## src/rtl/segregated_free_list_allocator_unit_macros.svh

```systemverilog
// ----------------------------------------------------------------------------
// Segregated free-list allocator assertion macros
// Shared concurrent checks, clocked on clock and quiet during reset.
// ----------------------------------------------------------------------------
`ifndef SEGREGATED_FREE_LIST_ALLOCATOR_UNIT_MACROS_SVH
`define SEGREGATED_FREE_LIST_ALLOCATOR_UNIT_MACROS_SVH

// same-cycle implication
`define SFLA_ASSERT_IMPLY(label, ante, cons) \
   label: assert property (@(posedge clock) disable iff (reset) (ante) |-> (cons)) \
      else $error("sfla: same-cycle check failed");

// next-cycle implication
`define SFLA_ASSERT_NEXT(label, ante, cons) \
   label: assert property (@(posedge clock) disable iff (reset) (ante) |=> (cons)) \
      else $error("sfla: next-cycle check failed");

`endif

```

## src/rtl/sfla_pkg.sv

```systemverilog
// ----------------------------------------------------------------------------
// Segregated free-list allocator package
// Field widths, function and status codes, defaults and the command bundle.
// ----------------------------------------------------------------------------
package sfla_pkg;

   localparam int FUNC_W     = 2;
   localparam int CLASS_W    = 4;
   localparam int ADDR_W     = 32;
   localparam int STATUS_W   = 2;
   localparam int COUNT_W    = 15;
   localparam int TOTAL_W    = 32;
   localparam int CSR_DATA_W = 32;
   localparam int CSR_ADDR_W = 3;

   localparam int HEAP_WORDS_DEF   = 16384;
   localparam int MIN_POW_DEF      = 4;
   localparam int MAX_POW_DEF      = 16;
   localparam int HEADER_BYTES_DEF = 8;

   localparam logic [ADDR_W-1:0] HEAP_BASE_RESET  = 32'h0000_0000;
   localparam logic [ADDR_W-1:0] HEAP_LIMIT_RESET = 32'h0001_0000;

   localparam logic [FUNC_W-1:0] FUNC_ALLOC = 2'd0;
   localparam logic [FUNC_W-1:0] FUNC_FREE  = 2'd1;
   localparam logic [FUNC_W-1:0] FUNC_QUERY = 2'd2;

   localparam logic [STATUS_W-1:0] STATUS_OK        = 2'd0;
   localparam logic [STATUS_W-1:0] STATUS_EXHAUSTED = 2'd1;
   localparam logic [STATUS_W-1:0] STATUS_BAD_CLASS = 2'd2;

   localparam logic REG_HEAP_BASE  = 1'b0;
   localparam logic REG_HEAP_LIMIT = 1'b1;

   typedef struct packed {
      logic capture;
      logic lookup;
      logic execute;
   } sfla_cmd_type;

endpackage

```

## src/rtl/sfla_ctrl.sv

```systemverilog
// ----------------------------------------------------------------------------
// Segregated free-list allocator controller
// Sequences capture, memory lookup and update, and owns the handshakes.
// ----------------------------------------------------------------------------
`include "segregated_free_list_allocator_unit_macros.svh"

module sfla_ctrl (
   input  logic                  clock,
   input  logic                  reset,
   input  logic                  req_valid,
   output logic                  req_ready,
   output logic                  rsp_valid,
   input  logic                  rsp_ready,
   output sfla_pkg::sfla_cmd_type cmd
);

   typedef enum logic [1:0] {
      ST_IDLE,
      ST_LOOKUP,
      ST_EXEC
   } state_type;

   state_type state_ff;
   logic      req_ready_ff;
   logic      rsp_valid_ff;
   logic      in_exec;

   assign in_exec     = (state_ff == ST_EXEC);
   assign cmd.capture = req_valid && req_ready_ff;
   assign cmd.lookup  = (state_ff == ST_LOOKUP);
   assign cmd.execute = in_exec && (!rsp_valid_ff || rsp_ready);

   assign req_ready = req_ready_ff;
   assign rsp_valid = rsp_valid_ff;

   always_ff @(posedge clock) begin
      if (reset) begin
         state_ff     <= ST_IDLE;
         req_ready_ff <= 1'b0;
         rsp_valid_ff <= 1'b0;
      end else begin
         if (cmd.execute) begin
            rsp_valid_ff <= 1'b1;
         end else if (rsp_valid_ff && rsp_ready) begin
            rsp_valid_ff <= 1'b0;
         end
         case (state_ff)
            ST_IDLE: begin
               if (cmd.capture) begin
                  state_ff     <= ST_LOOKUP;
                  req_ready_ff <= 1'b0;
               end else begin
                  req_ready_ff <= 1'b1;
               end
            end
            ST_LOOKUP: begin
               state_ff <= ST_EXEC;
            end
            ST_EXEC: begin
               if (cmd.execute) begin
                  state_ff     <= ST_IDLE;
                  req_ready_ff <= 1'b1;
               end
            end
            default: begin
               state_ff     <= ST_IDLE;
               req_ready_ff <= 1'b0;
            end
         endcase
      end
   end

   `SFLA_ASSERT_NEXT(a_accept_lookup, cmd.capture, state_ff == ST_LOOKUP)
   `SFLA_ASSERT_NEXT(a_exec_result, cmd.execute, rsp_valid_ff && req_ready_ff)
   `SFLA_ASSERT_NEXT(a_hold_result, in_exec && rsp_valid_ff && !rsp_ready, in_exec && rsp_valid_ff)
   `SFLA_ASSERT_IMPLY(a_ready_idle, req_ready_ff, state_ff == ST_IDLE)

endmodule

```

## config.mk

```make
export PLATFORM = sky130hd
export DESIGN_NAME = sfla_ctrl
export DESIGN_NICKNAME = d
export VERILOG_FILES = /design/src/rtl/sfla_pkg.sv /design/src/rtl/sfla_ctrl.sv
export VERILOG_INCLUDE_DIRS = /design/src /design/src/rtl
export SDC_FILE = /design/constraint.sdc
export NUM_CORES = 1
export LEC_CHECK = 0
export BUFFER_PORTS_ARGS = -buffer_cell sky130_fd_sc_hd__buf_4
export CORE_AREA = 4 4 41 43
export CTS_BUF_LIST = sky130_fd_sc_hd__clkbuf_8
export DETAILED_ROUTE_END_ITERATION = 8
export DIE_AREA = 0 0 45 47
export HOLD_SLACK_MARGIN = 0.05
export PLACE_DENSITY = 0.42
export SLEW_MARGIN = 20
export SYNTH_ARGS = -nofsm -noshare
export SYNTH_HDL_FRONTEND = slang
export SYNTH_SLANG_ARGS = --single-unit
```

## constraint.sdc

```tcl
create_clock -name clock -period 1.9 [get_ports clock]
set_input_delay 0.095 -clock clock [delete_from_list [all_inputs] [get_ports clock]]
set_output_delay 0.095 -clock clock [all_outputs]
set_load 0.01 [all_outputs]
```

Word-level counts from Yosys, hierarchy flattened
Index checks and enable logic that the tools add are counted.

operators by class
  shift-type cells = 0
  multipliers = 0
  magnitude comparators = 0
  equal/unequal tests = 4
  reductions and logical operators = 9
  multiplexer cells = 8
  add/subtract/negate cells = 0
  divide/modulo/power cells = 0
  bitwise operators = 1

operators by type and width
  cell                                                                   number
  2-bit one-hot mux with 3 select lines                                  1
  1-bit two-way mux                                                      4
  2-bit two-way mux                                                      2
  2-bit inequality test, second input constant                           2
  2-bit AND reduction                                                    2
  1-bit logical AND                                                      3
  1-bit one-hot mux with 3 select lines                                  1
  2-bit by 1-bit equality test with 1-bit output, second input constant  1
  2-bit equality test, second input constant                             1
  2-bit zero test                                                        1
  2-bit nonzero test                                                     1
  1-bit zero test                                                        1
  1-bit logical OR                                                       1
  1-bit NOT                                                              1

word-level totals
  input port bits = 4
  memories = 0
  bits in latches = 0
  flip-flop bits (word level) = 4
  ROM bits = 0
  RAM bits = 0

Logic depth before layout (Yosys ltp)
Gate-level depths: netlist (run 1).

  word-level depth = 5
  gate-level depth with buffers = 3
  gate-level depth less buffers = 3

Worst setup path after synthesis (run 1)
No wires, ideal clock.

  kind = register to register
  start point = register rsp_valid_ff (netlist: rsp_valid)
  end point = register req_ready_ff (netlist: req_ready)
  data arrival time = 0.795 ns
  path buffers = 0
  stages on the path, launching flop included = 4
  setup slack = 1.017 ns
  cells stage by stage = dfxtp_1 -> nor2b_4 -> and3_4 -> nor4b_2

between the ends
  cells in the longest elaborated chain, start to end = 5

ends and longest elaborated chain
  item                                    RTL line         RTL
  start: declaration                      sfla_ctrl.sv:25  logic rsp_valid_ff;
  start signal: assignment                sfla_ctrl.sv:40  rsp_valid_ff <= 1'b0;
  start signal: assignment                sfla_ctrl.sv:43  rsp_valid_ff <= 1'b1;
  start signal: assignment                sfla_ctrl.sv:45  rsp_valid_ff <= 1'b0;
  1-bit zero test                         sfla_ctrl.sv:31  assign cmd.execute = in_exec && (!rsp_valid_ff || rsp_ready);
  1-bit logical OR                        sfla_ctrl.sv:31
  1-bit logical AND                       sfla_ctrl.sv:31
  2-bit inequality test (no source line)  -
  2-bit AND reduction (no source line)    -
  end signal: assignment                  sfla_ctrl.sv:39  req_ready_ff <= 1'b0;
  end signal: assignment                  sfla_ctrl.sv:51  req_ready_ff <= 1'b0;
  end signal: assignment                  sfla_ctrl.sv:53  req_ready_ff <= 1'b1;
  end: declaration                        sfla_ctrl.sv:24  logic req_ready_ff;

Every way passes these cells.
A chain may end at the register's enable or synchronous reset.

==> results of run 1 <==
final timing paths:
path	end	cells past startpoint	slack, ns
worst max-delay path	cmd[0]	3	0.83
worst min-delay path	rsp_valid	2	0.08
worst max register to register	req_ready	3	1.01
worst min register to register	state_ff[0]	1	0.50
cells in the mapped netlist (all sizes together):
| cell | instances | area, µm² |
|---|---|---|
| a21oi | 1 | 5.00 |
| and3 | 1 | 11.3 |
| dfxtp | 4 | 80.1 |
| inv | 2 | 7.51 |
| nand2 | 1 | 3.75 |
| nand2b | 2 | 12.5 |
| nor2 | 2 | 7.51 |
| nor2b | 2 | 22.5 |
| nor3 | 1 | 5.00 |
| nor4 | 1 | 6.26 |
| nor4b | 1 | 15.0 |
| o21ai | 1 | 5.00 |
| o21ba | 1 | 10.0 |
through the flow:
step	area [µm²]	setup slack, ns	util (%)
after floorplan	191	1.02	-
after global placement	270	1.02	20.8
after detailed placement	270	1.01	20.8
after CTS	312	0.806	23.9
after global routing	312	0.724	23.9
final	312	0.826	23.9
power breakdown:
group | total, mW | internal, mW | switching [mW]
registers | 0.0924 | 0.0886 | 0.00382
clock network | 0.175 | 0.135 | 0.0401
logic | 0.0286 | 0.0165 | 0.0121
layout by cell type (no fill, tap or decap):
master | netlist | layout
sky130_fd_sc_hd__nor2b_4 | 1 | 1
sky130_fd_sc_hd__nor2_1 | 2 | 2
sky130_fd_sc_hd__nand2b_1 | 2 | 2
sky130_fd_sc_hd__nor4b_2 | 1 | 1
sky130_fd_sc_hd__and3_4 | 1 | 1
sky130_fd_sc_hd__dfxtp_1 | 4 | 4
sky130_fd_sc_hd__o21ai_0 | 1 | 1
sky130_fd_sc_hd__clkbuf_8 | 0 | 3
sky130_fd_sc_hd__a21oi_1 | 1 | 1
sky130_fd_sc_hd__nor4_1 | 1 | 1
sky130_fd_sc_hd__buf_4 | 0 | 8
sky130_fd_sc_hd__inv_1 | 2 | 2
sky130_fd_sc_hd__nand2_1 | 1 | 1
sky130_fd_sc_hd__o21ba_1 | 1 | 1
sky130_fd_sc_hd__nor3_1 | 1 | 1
sky130_fd_sc_hd__nor2b_2 | 1 | 1
flip-flops by register name, indices dropped and copies added (netlist names):
signal and cells:
state_ff 2, rsp_valid 1, req_ready 1
per-layer routing:
layer / global-route usage (%) / vias to the layer above / routed length [µm]
met4: 5.26 / 0 / 9
met5: 0 / - / 0
li1: - / 91 / -
met1: 5.92 / 71 / 210
met3: 4.98 / 2 / 72
met2: 7.06 / 11 / 133
worst reg2reg max path, stage by stage (launching register included):
cell	delay, ns
sky130_fd_sc_hd__dfxtp_1	0.31
sky130_fd_sc_hd__nor2b_4	0.13
sky130_fd_sc_hd__and3_4	0.17
sky130_fd_sc_hd__nor4b_2	0.19
cell type report:
class                   instances  area, µm²  share of cell area [%]
repair buffers                  8       60.1                    19.3
clock buffers                   3       41.3                    13.3
multi-input cells              14        104                    33.3
flip-flops and latches          4       80.1                    25.7
well taps                      15       18.8                    6.02
inverters                       2       7.51                    2.41
kinds of logic after synthesis:
logic type,synth area share (%)
simple gates,43.8
flops,41.8
buf+inv,3.92
compound gates,10.5
==> metrics, run 1 <==
status=finished clean; signal arrival time at the worst endpoint=around 0.98 ns; count of nets left with antenna violations after detail routing=0; total core area=between 0.001 and 0.0015 mm²; cell count after synthesis=20; via count of the first global-routing pass=194; worst max-slew margin expressed relative to the limit=between 80 and 90%; Max rail drop VDD=0.000352 V; HP Start=reset; start point of the critical path=state_ff[1]; total negative slack for setup checks=0 ns; hold buffer count at cts=0; setup clock skew after layout=0.000554 ns; signed area change from the synthesized netlist to the final layout=62.7%; final cell count without fillers=between 40 and 50; final weighted congestion of routability-driven global placement=about 0.59; PnR Total Power=about 0.30 mW; post-detailed-route wirelength per cell=approximately 9 µm; chain of cells forming the critical path=nand2b_1 -> nor2_1 -> buf_4; leakage power of the design=between 0.1 and 0.15 nW; worst-case hold slack=0.0760 ns; largest net degree at the start of global routing=7; H-tree levels=1; Final Hold Viols=0; type of element capturing the critical path=output pin; floorplan row count=13; routed vias=around 180; antenna violations before repair=0; initial standard-cell utilization of the core=14.7%; share of final-layout standard cells stronger than drive strength 1=between 40% and 50%; Die X-Extent=45 µm; Port Buffers=8; crit start category=flop; count of cell types in the netlist=14; Worst Path Max Fanout=6; final period demand of the worst path=1.07 ns; Top delay family on crit path=flip-flops; count of inserted antenna diode cells=0; Num Clock Sinks=4; CTS-repair resized insts=0; post-layout net count=37; number of top-level pins=9; data required time of the critical path=1.80 ns; TritonCTS clock tree=built; fraction of the cycle the final worst path needs=a little under three fifths; clock-pin transition on the worst setup and hold timing paths=~0.03 ns; stage delay of the slowest cell on the critical path=0.42 ns; worst min-delay path class=input port to flop; Starting DRT DRC Count=1; Crit path buffers/inverters=1; Post-Place Cells=43; count of warnings emitted by yosys=0; Max Root-Sink Buffers=2; vertical die dimension=approximately 47 µm; library cell used as clock root buffer=sky130_fd_sc_hd__clkbuf_8; unrepaired setup endpoints after global routing=false; number of filler instances in the final layout=150; clock buffers created by TritonCTS=3; launch point of the worst reg-to-reg path=rsp_valid; post-route DRC violation count=0; Die Outline Area=0.00212 mm²; overall overflow remaining after global route=0; GR Util All Layers=under 10%; synthesis-stage register bit count=4; final setup violating endpoints=0; DR pass1 iterations=2; Max-Cap Viols=0; post-CTS setup repair buffer count=0; global-route wire length before repair=772 µm; slowest stage cell, crit path=sky130_fd_sc_hd__dfxtp_1; Synth Cell Area=191 µm²; net count after synthesis=24; vias per cell=about 3.8; share of the yosys chip area belonging to registers=approximately two fifths; achievable clock frequency=just over 900 MHz; clock insertion delay at the later pin of the skew report=about 0.21 ns; Slew @ Worst Pin=0.211 ns; type of the worst setup path=flop to output pin; Power per Cell Area=between 900 and 1000 mW/mm²; post-detailed-routing wire length=roughly 430 µm; max-slew violation count=0; average cell area after synthesis=9.57 µm²
Note: power is estimated with default switching activity, not from simulation.
==> inputs of run 2 (changes only) <==
--- a/config.mk
+++ b/config.mk
@@ -6,13 +6,14 @@
 export SDC_FILE = /design/constraint.sdc
 export NUM_CORES = 1
 export LEC_CHECK = 0
+export ABC_AREA = 1
 export BUFFER_PORTS_ARGS = -buffer_cell sky130_fd_sc_hd__buf_4
 export CORE_AREA = 4 4 41 43
 export CTS_BUF_LIST = sky130_fd_sc_hd__clkbuf_8
 export DETAILED_ROUTE_END_ITERATION = 8
 export DIE_AREA = 0 0 45 47
 export HOLD_SLACK_MARGIN = 0.05
-export PLACE_DENSITY = 0.42
+export PLACE_DENSITY = 0.41
 export SLEW_MARGIN = 20
 export SYNTH_ARGS = -nofsm -noshare
 export SYNTH_HDL_FRONTEND = slang
==> constraint.sdc (replaced) <==
create_clock -name clock -period 1.1 [get_ports clock]
set_input_delay 0.055 -clock clock [delete_from_list [all_inputs] [get_ports clock]]
set_output_delay 0.055 -clock clock [all_outputs]
set_load 0.01 [all_outputs]
==> metrics, run 2 <==
status=finished clean; worst hold path depth=3; clock insertion delay at the later pin of the skew report=between 0.2 and 0.25 ns; worst min-delay path class=input port to flop; fraction of power spent switching nets=21.5%; antenna violations before repair=0; HP Start=req_valid; post-detailed-route wirelength per cell=7.51 µm; global-route wire length before repair=approximately 700 µm; Synth Cell Area=about 190 µm²; TritonCTS clock tree=built; Num Clock Sinks=4; type of element capturing the critical path=output pin; share of synthesized registers carrying an async set or reset=0%; post-detailed-routing wire length=413 µm; ys flop type=sky130_fd_sc_hd__dfxtp_1; initial standard-cell utilization of the core=14.2%; EDFF count, synth=0; Die X-Extent=45 µm; achievable clock frequency=1020 MHz; end point of the worst hold path=state_ff[0]; final weighted congestion of routability-driven global placement=0.682; design internal power=roughly 0.42 mW; stage delay of the slowest cell on the critical path=0.29 ns; Top delay family on crit path=flip-flops; count of inserted antenna diode cells=0; most used standard cells in the synthesized netlist=sky130_fd_sc_hd__inv_1 (8), sky130_fd_sc_hd__nand2_1 (8), sky130_fd_sc_hd__dfxtp_1 (4); routed vias=roughly 200; setup slack of the worst register-to-register path=~0.32 ns; vias per cell=between 3 and 4; Worst Path Max Fanout=3; Crit path buffers/inverters=3; most used cells in the layout excluding fill and tap cells=sky130_fd_sc_hd__inv_1 (8), sky130_fd_sc_hd__nand2_1 (8), sky130_fd_sc_hd__buf_4 (8); Power per Cell Area=1690 mW/mm²; clock-pin transition on the worst setup and hold timing paths=~0.030 ns; max-slew violation count=0; portion of synthesized cell area occupied by the leading cell type=approximately 43%; dominant cell type by area after synthesis=sky130_fd_sc_hd__dfxtp_1; post-layout net count=46; depth of the worst register-to-register path=6; DR pass1 iterations=1; vertical die dimension=between 40 and 50 µm; launch point of the worst reg-to-reg path=state_ff[1]; net load switching power=0.115 mW; final period demand of the worst path=about 0.98 ns; signed area change from the synthesized netlist to the final layout=70.3%; clock group share of total power=around 59%; overall overflow remaining after global route=0; leakage power of the design=0.178 nW; most frequent CP cell=sky130_fd_sc_hd__inv_1; number of flip-flops in the largest register=2; share of power burned in combinational logic=a little over a tenth; final setup violating endpoints=0; count of warnings emitted by yosys=0; Max rail drop VDD=around 0.00056 V; fraction of the cycle the final worst path needs=89.5%; library cell used as clock root buffer=sky130_fd_sc_hd__clkbuf_8; via count of the first global-routing pass=roughly 180; Max-Cap Viols=0; synthesis-stage register bit count=4; floorplan row count=13; final cell count without fillers=55; clock buffers created by TritonCTS=3; number of top-level pins=9; setup clock skew after layout=~0.0033 ns; share of the yosys chip area belonging to registers=between 40% and 50%; end of the worst register-to-register path=req_ready; GR Util All Layers=~5.4%; worst-case hold slack=0.106 ns; count of nets left with antenna violations after detail routing=0; CTS-repair resized insts=0; number of filler instances in the final layout=around 170; worst max-slew margin expressed relative to the limit=roughly nine tenths; share of final-layout standard cells stronger than drive strength 1=35.0%; count of cell types in the netlist=10; Die Outline Area=0.00212 mm²; largest net degree at the start of global routing=5; H-tree levels=1; Post-Place Cells=about 50; signal arrival time at the worst endpoint=0.93 ns; unrepaired setup endpoints after global routing=false; slowest stage cell, crit path=sky130_fd_sc_hd__dfxtp_1; post-route DRC violation count=0; largest register by flop count=state_ff; Port Buffers=8; Slew @ Worst Pin=about 0.13 ns; Sequential Power Share=between 20% and 30%; start point of the critical path=state_ff[1]; type of the worst setup path=flop to output pin; Starting DRT DRC Count=0; Final Hold Viols=0; cell count after synthesis=28; net count after synthesis=32; total negative slack for setup checks=0 ns; average cell area after synthesis=between 6 and 7 µm²; chain of cells forming the critical path=inv_1 -> nor2_2 -> nand2_2 -> inv_1 -> buf_4; top area cells in the synthesized netlist=sky130_fd_sc_hd__dfxtp_1 (43%), sky130_fd_sc_hd__inv_1 (16%), sky130_fd_sc_hd__nand2_1 (16%), sky130_fd_sc_hd__a21oi_1 (5.4%), sky130_fd_sc_hd__o21ai_2 (4.7%); data required time of the critical path=1.04 ns; DP Wirelength=334 µm; crit start category=flop; number of logic stages on the critical path including buffering=5; total core area=0.00130 mm²; Max Root-Sink Buffers=2
[run 2: changes by cell type after synthesis, sizes merged]
cell    change
nand2       +8
inv         +6
nand2b      -2
nor2b       -2
a21oi       +1
and3        -1
nand3       +1
nor4        -1
nor4b       -1
o21ba       -1
[run 2: layer usage]
metal,GRT usage (%),wire (µm)
met5,0,0
met4,3.51,11
met3,6.90,72
met2,6.21,153
met1,5.02,175
[run 2: worst min-delay path: cells and delay by family]
kind	cells	cell delay (ns)
buffers and inverters	1	0.11
AND/OR/NAND/NOR	2	0.12
[run 2: final cells by class]
| type | count | area (µm²) | area share, % |
|---|---|---|---|
| Sequential cell | 4 | 80.1 | 25.4 |
| Multi-Input combinational cell | 16 | 75.1 | 23.8 |
| Timing Repair Buffer | 9 | 70.1 | 22.2 |
| Clock buffer | 3 | 41.3 | 13.1 |
| Inverter | 8 | 30.0 | 9.52 |
| Tap cell | 15 | 18.8 | 5.95 |
[run 2: how the worst max path moves through the flow]
| stage | endpoint |
|---|---|
| after floorplan | req_ready |
| after global placement | req_ready |
| after detailed placement | req_ready |
| after CTS | cmd[0] |
| after global routing | cmd[0] |
| final | cmd[0] |
[run 2: what timing repair did]
action                    CTS  global route
buffers inserted            0             0
hold endpoints to repair    3             0
hold buffers                1             0
[run 2: logic make-up after synthesis]
kind of cell	Yosys count	share of synthesized area, %
buffers and inverters	8	16.2
AND/OR/NAND/NOR	13	30.4
AO/OA/AOI/OAI	3	10.1
flip-flops	4	43.2
[run 2: power groups by stage]
stage	logic [mW]	registers [mW]	clock network, mW
after global routing	0.0659	0.160	0.342
after CTS	0.0605	0.159	0.325
after detailed placement	0.0572	0.161	0
after floorplan	0.0256	0.163	0
after global placement	0.0574	0.162	0
final	0.0588	0.159	0.316
[run 2: through the flow]
stage               power [mW]  utilization [%]  setup slack (ns)  area (µm²)
finish                   0.534             24.2             0.115         315
global route             0.568             24.2            0.0322         315
CTS                      0.545             24.2            0.0956         315
detailed placement       0.219             20.3             0.306         264
global placement         0.219             20.3             0.303         264
floorplan                0.189                -             0.261         185
==> inputs of run 3 (changes only) <==
--- a/config.mk
+++ b/config.mk
@@ -6,14 +6,15 @@
 export SDC_FILE = /design/constraint.sdc
 export NUM_CORES = 1
 export LEC_CHECK = 0
-export ABC_AREA = 1
 export BUFFER_PORTS_ARGS = -buffer_cell sky130_fd_sc_hd__buf_4
 export CORE_AREA = 4 4 41 43
 export CTS_BUF_LIST = sky130_fd_sc_hd__clkbuf_8
+export CTS_CLUSTER_SIZE = 20
 export DETAILED_ROUTE_END_ITERATION = 8
 export DIE_AREA = 0 0 45 47
+export GPL_ROUTABILITY_DRIVEN = 1
 export HOLD_SLACK_MARGIN = 0.05
-export PLACE_DENSITY = 0.41
+export PLACE_DENSITY = 0.42
 export SLEW_MARGIN = 20
 export SYNTH_ARGS = -nofsm -noshare
 export SYNTH_HDL_FRONTEND = slang
==> metrics, run 3 (synthesis results as in run 1) <==
post-layout net count=38; global-route wire length before repair=between 700 and 800 µm; TritonCTS clock tree=built; type of element capturing the critical path=output pin; DR pass1 iterations=2; post-detailed-route wirelength per cell=~9.3 µm; Final Hold Viols=0; leakage power of the design=approximately 0.15 nW; count of nets left with antenna violations after detail routing=0; Sequential Power Share=between 30 and 40%; Slew @ Worst Pin=between 0.2 and 0.25 ns; final period demand of the worst path=~1.0 ns; worst min-delay path class=input port to flop; most frequent standard cell in the layout excluding fill and tap cells=sky130_fd_sc_hd__buf_4; final design utilization=around a quarter; library cell used as clock root buffer=sky130_fd_sc_hd__clkbuf_8; CTS-repair resized insts=0; total core area=between 0.001 and 0.0015 mm²; GR Util All Layers=approximately 5.4%; most used cells in the layout excluding fill and tap cells=sky130_fd_sc_hd__buf_4 (8), sky130_fd_sc_hd__dfxtp_1 (4), sky130_fd_sc_hd__clkbuf_8 (3); setup clock skew after layout=around 0.0028 ns; type of the worst setup path=flop to output pin; post-detailed-routing wire length=approximately 440 µm; signed area change from the synthesized netlist to the final layout=68.0%; vertical die dimension=between 40 and 50 µm; status=finished clean; clock buffers created by TritonCTS=3; net load switching power=slightly below 0.1 mW; H-tree levels=1; count of inserted antenna diode cells=0; crit start category=flop; clock-pin transition on the worst setup and hold timing paths=0.03 ns; number of flip-flops in the largest register=2; initial standard-cell utilization of the core=14.7%; Max Root-Sink Buffers=2; Die X-Extent=approximately 45 µm; Max-Cap Viols=0; Port Buffers=8; chain of cells forming the critical path=nand2b_1 -> nor2_1 -> buf_4; Worst Path Max Fanout=6; Starting DRT DRC Count=1; total negative slack for setup checks=0 ns; Num Clock Sinks=4; final weighted congestion of routability-driven global placement=0.593; Power per Cell Area=between 1500 and 2000 mW/mm²; antenna violations before repair=0; DP Wirelength=~350 µm; floorplan row count=13; clock insertion delay at the later pin of the skew report=0.22 ns; share of power burned in combinational logic=about a tenth; overall overflow remaining after global route=0; final setup violating endpoints=0; vias per cell=between 3 and 4; Die Outline Area=roughly 0.0021 mm²; largest net degree at the start of global routing=7; signal arrival time at the worst endpoint=around 1 ns; number of top-level pins=9; design internal power=approximately 0.42 mW; unrepaired setup endpoints after global routing=false; worst max-slew margin expressed relative to the limit=between 80 and 90%; Max rail drop VDD=0.000785 V; post-CTS setup repair buffer count=0; fraction of power spent switching nets=19.2%; achievable clock frequency=just under 1000 MHz; share of final-layout standard cells stronger than drive strength 1=between 40% and 50%; slowest stage cell, crit path=sky130_fd_sc_hd__dfxtp_1; largest register by flop count=state_ff; fraction of the cycle the final worst path needs=around 94%; max-slew violation count=0; post-route DRC violation count=0; stage delay of the slowest cell on the critical path=approximately 0.43 ns; via count of the first global-routing pass=around 180; clock group share of total power=59.0%; routed vias=between 150 and 200; data required time of the critical path=between 1 and 1.5 ns
run 3: metal layers:
layer | track usage [%] | up-vias | part of all wire [%]
li1 | - | 92 | -
met1 | 5.90 | 74 | 45
met2 | 5.65 | 11 | 38
met3 | 4.98 | 0 | 17
met4 | 5.26 | 0 | 0
met5 | 0 | - | 0
run 3: final timing paths:
check / startpoint / endpoint / slack (ns) / cells after the start
worst max-delay path: state_ff[1] / cmd[0] / 0.06 / 3
worst min-delay path: req_valid / state_ff[0] / 0.14 / 3
worst max register to register: rsp_valid / req_ready / 0.21 / 3
worst min register to register: state_ff[0] / state_ff[0] / 0.48 / 1
run 3: through the flow:
stage	setup slack, ns	instance area (µm²)	std cells	hold WS [ns]	power, mW
floorplan	0.217	191	20	0.124	0.183
global placement	0.217	270	43	0.256	0.210
detailed placement	0.211	270	43	0.256	0.212
CTS	0.0593	322	47	0.142	0.527
global route	0.0145	322	47	0.172	0.546
finish	0.0611	322	47	0.140	0.515
run 3: layout make-up:
type	instances	area, µm²
inverter	2	7.51
tap	15	18.8
sequential	4	80.1
timing repair buffer	9	70.1
multi-input combinational	14	104
clock buffer	3	41.3
fill	164	980
run 3: power by group through the flow:
stage	clock (mW)	sequential, mW	combinational [mW]
detailed placement	0	0.161	0.0501
finish	0.304	0.159	0.0521
global route	0.328	0.160	0.0579
floorplan	0	0.162	0.0209
global placement	0	0.161	0.0494
CTS	0.314	0.159	0.0532
run 3: repair_timing:
| action | 4_1_cts | 5_1_grt |
|---|---|---|
| endpoints found under the hold margin | 4 | 0 |
| hold buffers | 1 | 0 |
| endpoints found under the setup margin | 0 | 0 |
run 3: critical path: cells and delay by family, from the launching register on:
kind,cells,cell delay [ns]
buffers and inverters,1,0.12
flip-flops,1,0.43
AND/OR/NAND/NOR,2,0.22
